===== src/l3d_mult.sv =====
// l3d_mult: pipelined unsigned multiplier built from narrow partial products
// three register stages (products, row sums, total), no package dependency
module l3d_mult #(
    parameter int AW = 32,
    parameter int BW = 32,
    parameter int K  = 17
) (
    input  logic              i_clk,
    input  logic [AW-1:0]     i_a,
    input  logic [BW-1:0]     i_b,
    output logic [AW+BW-1:0]  o_p
);

    localparam int NA   = (AW + K - 1) / K;
    localparam int NB   = (BW + K - 1) / K;
    localparam int ROWW = (NB + 1) * K;
    localparam int PW   = (NA + NB) * K;

    logic [NA*K-1:0] a_pad;
    logic [NB*K-1:0] b_pad;
    logic [2*K-1:0]  n_pp  [NA][NB];
    logic [2*K-1:0]  r_pp  [NA][NB];
    logic [ROWW-1:0] n_row [NA];
    logic [ROWW-1:0] r_row [NA];
    logic [PW-1:0]   n_p;
    logic [PW-1:0]   r_p;

    assign a_pad = (NA*K)'(i_a);
    assign b_pad = (NB*K)'(i_b);

    always_comb begin
        for (int i = 0; i < NA; i++) begin
            for (int j = 0; j < NB; j++) begin
                n_pp[i][j] = (2*K)'(a_pad[i*K +: K]) * (2*K)'(b_pad[j*K +: K]);
            end
        end
    end

    always_comb begin
        for (int i = 0; i < NA; i++) begin
            n_row[i] = '0;
            for (int j = 0; j < NB; j++) begin
                n_row[i] = n_row[i] + (ROWW'(r_pp[i][j]) << (j*K));
            end
        end
    end

    always_comb begin
        n_p = '0;
        for (int i = 0; i < NA; i++) begin
            n_p = n_p + (PW'(r_row[i]) << (i*K));
        end
    end

    always_ff @(posedge i_clk) begin
        r_pp  <= n_pp;
        r_row <= n_row;
        r_p   <= n_p;
    end

    assign o_p = r_p[AW+BW-1:0];

endmodule


===== config.mk =====
export PLATFORM = sky130hd
export DESIGN_NAME = l3d_mult
export DESIGN_NICKNAME = d
export VERILOG_FILES = /design/src/l3d_mult.sv
export SDC_FILE = /design/constraint.sdc
export NUM_CORES = 2
export LEC_CHECK = 0
export BUFFER_PORTS_ARGS = -buffer_cell sky130_fd_sc_hd__buf_2
export CAP_MARGIN = 20
export CORE_MARGIN = 2
export CORE_UTILIZATION = 50
export DETAILED_ROUTE_END_ITERATION = 7
export GPL_TIMING_DRIVEN = 0
export PLACE_DENSITY = 0.66
export SYNTH_ARGS = -nofsm -noshare
export SYNTH_HDL_FRONTEND = slang
export SYNTH_SLANG_ARGS = --single-unit

===== constraint.sdc =====
create_clock -name i_clk -period 18.1 [get_ports i_clk]
set_input_delay 0.905 -clock i_clk [delete_from_list [all_inputs] [get_ports i_clk]]
set_output_delay 0.905 -clock i_clk [all_outputs]
set_load 0.01 [all_outputs]

# Word-level counts from Yosys, hierarchy flattened
# Index checks and enable logic that the tools add are counted.
[totals] regBits=290 out_inout_bits=64 word_cells=14
[classes] n_addsub=3 n_mul=4
[op_table] operator="$add 51x64->64" n=1
[op_table] operator="$add 34x49->50" n=1
[op_table] operator="$add 32x47->47" n=1
[op_table] operator="$mul 17x17->34" n=1
[op_table] operator="$mul 15x17->32" n=1
[op_table] operator="$mul 17x15->32" n=1
[op_table] operator="$mul 15x15->30" n=1

# Depth between registers and ports, before layout
[depth] word_depth=1 ltp_mapped=25 mapped_depth_nobuf=23

# Least setup slack after synthesis
# No wires, ideal clock.
[synth_path] path_type="input -> register" from="input port i_a[10]" to="register r_pp[98] (netlist bit)" setup_ns=0.062 t_arrival_ns=6.565 setup_slack_ns=11.473 cell_stages=24 cell_sequence="clkbuf_1 and2_1 fa_1 inv_1 fa_1 inv_1 fa_1 inv_1 fa_1 inv_1 fa_1 inv_1 fa_1 inv_1 ha_1 nand4_1 o21ai_0 o31ai_2 a21boi_2 a221oi_4 o21ai_2 a31o_4 a2111o_1 nand3_1"
[synth_lines] item="from (decl)" line="9" rtl="input logic [AW-1:0] i_a,"
[synth_lines] item="to (signal assigned)" line="56" rtl="r_pp <= n_pp;"
[synth_lines] item="to (decl)" line="22" rtl="logic [2*K-1:0] r_pp [NA][NB];"

==> impl_metrics.tcl <==
set metrics [dict create \
    num-fill-cells 7999 \
    synth-main-ff-cell "dfxtp_1" \
    setup_viol 0 \
    hold_violations 0 \
    firstDrtPassIters 5 \
    grt_max_degree 14 \
    slew_violations 0 \
    routabilityCongestion 0.959 \
    syn_area_per_cell_um2 9.14 \
    die-area_um2 88500 \
    chipWidth_um 298 \
    fin_crit_ns 7.55 \
    hold_buffers 0 \
    skew_ns 0.0350 \
    setup_tns_ns 0 \
    via_count 32700 \
    pin_count 129 \
    path_clk_slew_ns 0.06 \
    path_class "in -> reg" \
    syn_to_final_growth_pct 7.72 \
    fmax_ghz 0.132 \
    die_h_um 298 \
    syn_nets 6016 \
    drcViolationCount 0 \
    dp.final_hpwl_um 108000 \
    critPathLaunchType "input pin" \
    cts_setup_buffers 0 \
    r2r-start "r_row[78]" \
    cts_tree "done" \
    synthArstFlopShare 0 \
    wl_um 131000 \
    path_cells "buf_2 -> clkbuf_1 -> nand2_1 -> fa_1 -> fa_1 -> inv_1 -> fa_1 -> fa_1 -> fa_1 -> inv_1 -> fa_1 -> inv_1 -> ha_1 -> a21o_1 -> a21o_1 -> o21ai_0 -> nor2_1 -> a2111oi_2 -> o31ai_1 -> a21oi_1 -> o21ai_1 -> xor2_1" \
    cts.sinks 289 \
    cts_resized 0 \
    critPathLaunch "i_a[2]" \
    nNetsFinal 6183 \
    cts_buffers 36 \
    cpMostUsedCell "fa_1" \
    cp_max_fo 10 \
    clk_latency_ns 0.58 \
    fin_crit_sh 0.417 \
    avgViaCountPerCell 5.40 \
    critPathMaxStageDelay_ns 0.90 \
    cts_root_buffer "clkbuf_16" \
    synth_edf_count 0 \
    min_path_type "reg -> reg" \
    portBuffers 128 \
    cap_violations 0 \
    status "completed" \
    grt_pass1_wl_um 197000 \
    yosys_register_bits 289 \
    seq_area_frac_synth 0.134 \
    grt_overflow 0 \
    arrival_ns 7.97 \
    hold_start "r_pp[108]" \
    yosysWarningCount 0 \
    synthCells 4712 \
    grtUsageTotal 0.297 \
    clockBufferDepth 3 \
    cp_data_required_time_ns 18.51 \
    max-slew-margin-rel 0.188 \
    start_util 0.505 \
    h-tree-depth 2 \
    synth.distinct_cells 70 \
    cp-end-kind "register" \
    ant_nets 0 \
    drive_gt1_frac 0.0432 \
    grt_pass1_vias 33200 \
    rsz0062_at_grt "no" \
    syn-cell-area_um2 43100 \
    std_cell_rows 107 \
    critPathSlowestCell "clkbuf_1" \
    coreArea_um2 85300 \
    routedWlPerCell_um 21.6 \
    antenna_found_initial 10 \
    drtIter0Drc 2727 \
    worst_pin_slew_ns 1.22 \
]
==> routing by layer <==
layer | wire length [um] | vias up | global-route usage
met5 | 43 | - | 0
met1 | 52900 | 16400 | 0.390
met2 | 58400 | 1326 | 0.465
li1 | - | 14700 | -
met4 | 7530 | 6 | 0.143
met3 | 11600 | 333 | 0.0657
==> cell usage after synthesis (33+ instances only) <==
cell type,n,share of area
inv_1,915,0.080
fa_1,780,0.36
nand2_1,600,0.052
and2_1,519,0.075
ha_1,459,0.13
dfxtp_1,289,0.13
clkbuf_1,200,0.017
a21oi_1,137,0.016
xnor2_1,136,0.028
nor2_1,124,0.011
a21o_1,75,0.013
o21ai_0,70,0.0081
xor2_1,69,0.014
nand3_1,33,0.0038
o21a_1,33,0.0057
==> kinds of logic (layout without fill, tap and decap cells) <==
kind of cell | count (synthesis) | in the layout | synth area share
and+or+nand+nor | 1418 | 1418 | 0.163
buffers and inverters | 1115 | 1309 | 0.0971
AOI/OAI and AO/OA | 444 | 444 | 0.0681
xor gates and xnor gates | 205 | 205 | 0.0417
DFF | 289 | 289 | 0.134
other | 0 | 6 | 0
adders and majority gates | 1239 | 1239 | 0.496
muxes | 2 | 2 | 0.000465
==> critical path, delay by kind of cell <==
family	cells	cell delay (ns)
adder cells (fa/ha/maj)	7	3.38
AND/OR/NAND/NOR	2	0.32
buffers and inverters	5	1.17
XOR/XNOR	1	0.49
AO/OA/AOI/OAI	7	1.67
==> flip-flops by register name, summed over array words and instances, names as in the netlist <==
| register | count |
|---|---|
| r_pp | 128 |
| r_p | 64 |
| r_row | 97 |
==> final cells by class <==
class,count,area (um2),area share
multi-input cells,3308,33100,0.714
plain buffers,200,751,0.0162
clock buffers,45,995,0.0214
clock inverters,20,238,0.00512
inverters,915,3430,0.0740
repair buffers,129,646,0.0139
well taps,1144,1430,0.0308
flip-flops and latches,289,5790,0.125
diodes,6,15.0,0.000323
==> per-stage QoR <==
stage | hold WS [ns] | area, um2 | instances | util | setup WS [ns]
after CTS | 0.316 | 46400 | 6050 | 0.544 | 10.69
final | 0.321 | 46400 | 6056 | 0.544 | 10.55
after detailed placement | 0.312 | 45200 | 5985 | 0.530 | 10.09
after global routing | 0.321 | 46400 | 6052 | 0.544 | 10.37
after global placement | 0.310 | 45200 | 5984 | 0.530 | 10.11
after floorplan | 0.310 | 43100 | 4712 | - | 11.47
==> final timing paths <==
path / end / slack (ns) / cells past startpoint
worst min register to register: r_row[57] / 0.32 / 0
worst min-delay path: r_row[57] / 0.32 / 0
worst max-delay path: r_pp[95] / 10.55 / 22
worst max register to register: r_p[56] / 14.48 / 10
==> cells in the final DEF (no fill, tap or decap), drive strengths merged, types with 20 or more instances in the layout <==
| cell | count |
|---|---|
| inv | 921 |
| o21a | 33 |
| nand2 | 600 |
| fa | 780 |
| a21oi | 137 |
| xnor2 | 136 |
| nor2 | 124 |
| and2 | 520 |
| nand4 | 20 |
| ha | 459 |
| nor2b | 25 |
| buf | 129 |
| and3 | 29 |
| a21o | 75 |
| nor3 | 23 |
| clkbuf | 245 |
| xor2 | 69 |
| nand3 | 33 |
| dfxtp | 289 |
| o21ai | 78 |
Power is not shown: default switching activity piles up to over one toggle a cycle in this logic, so the estimate is an artifact.
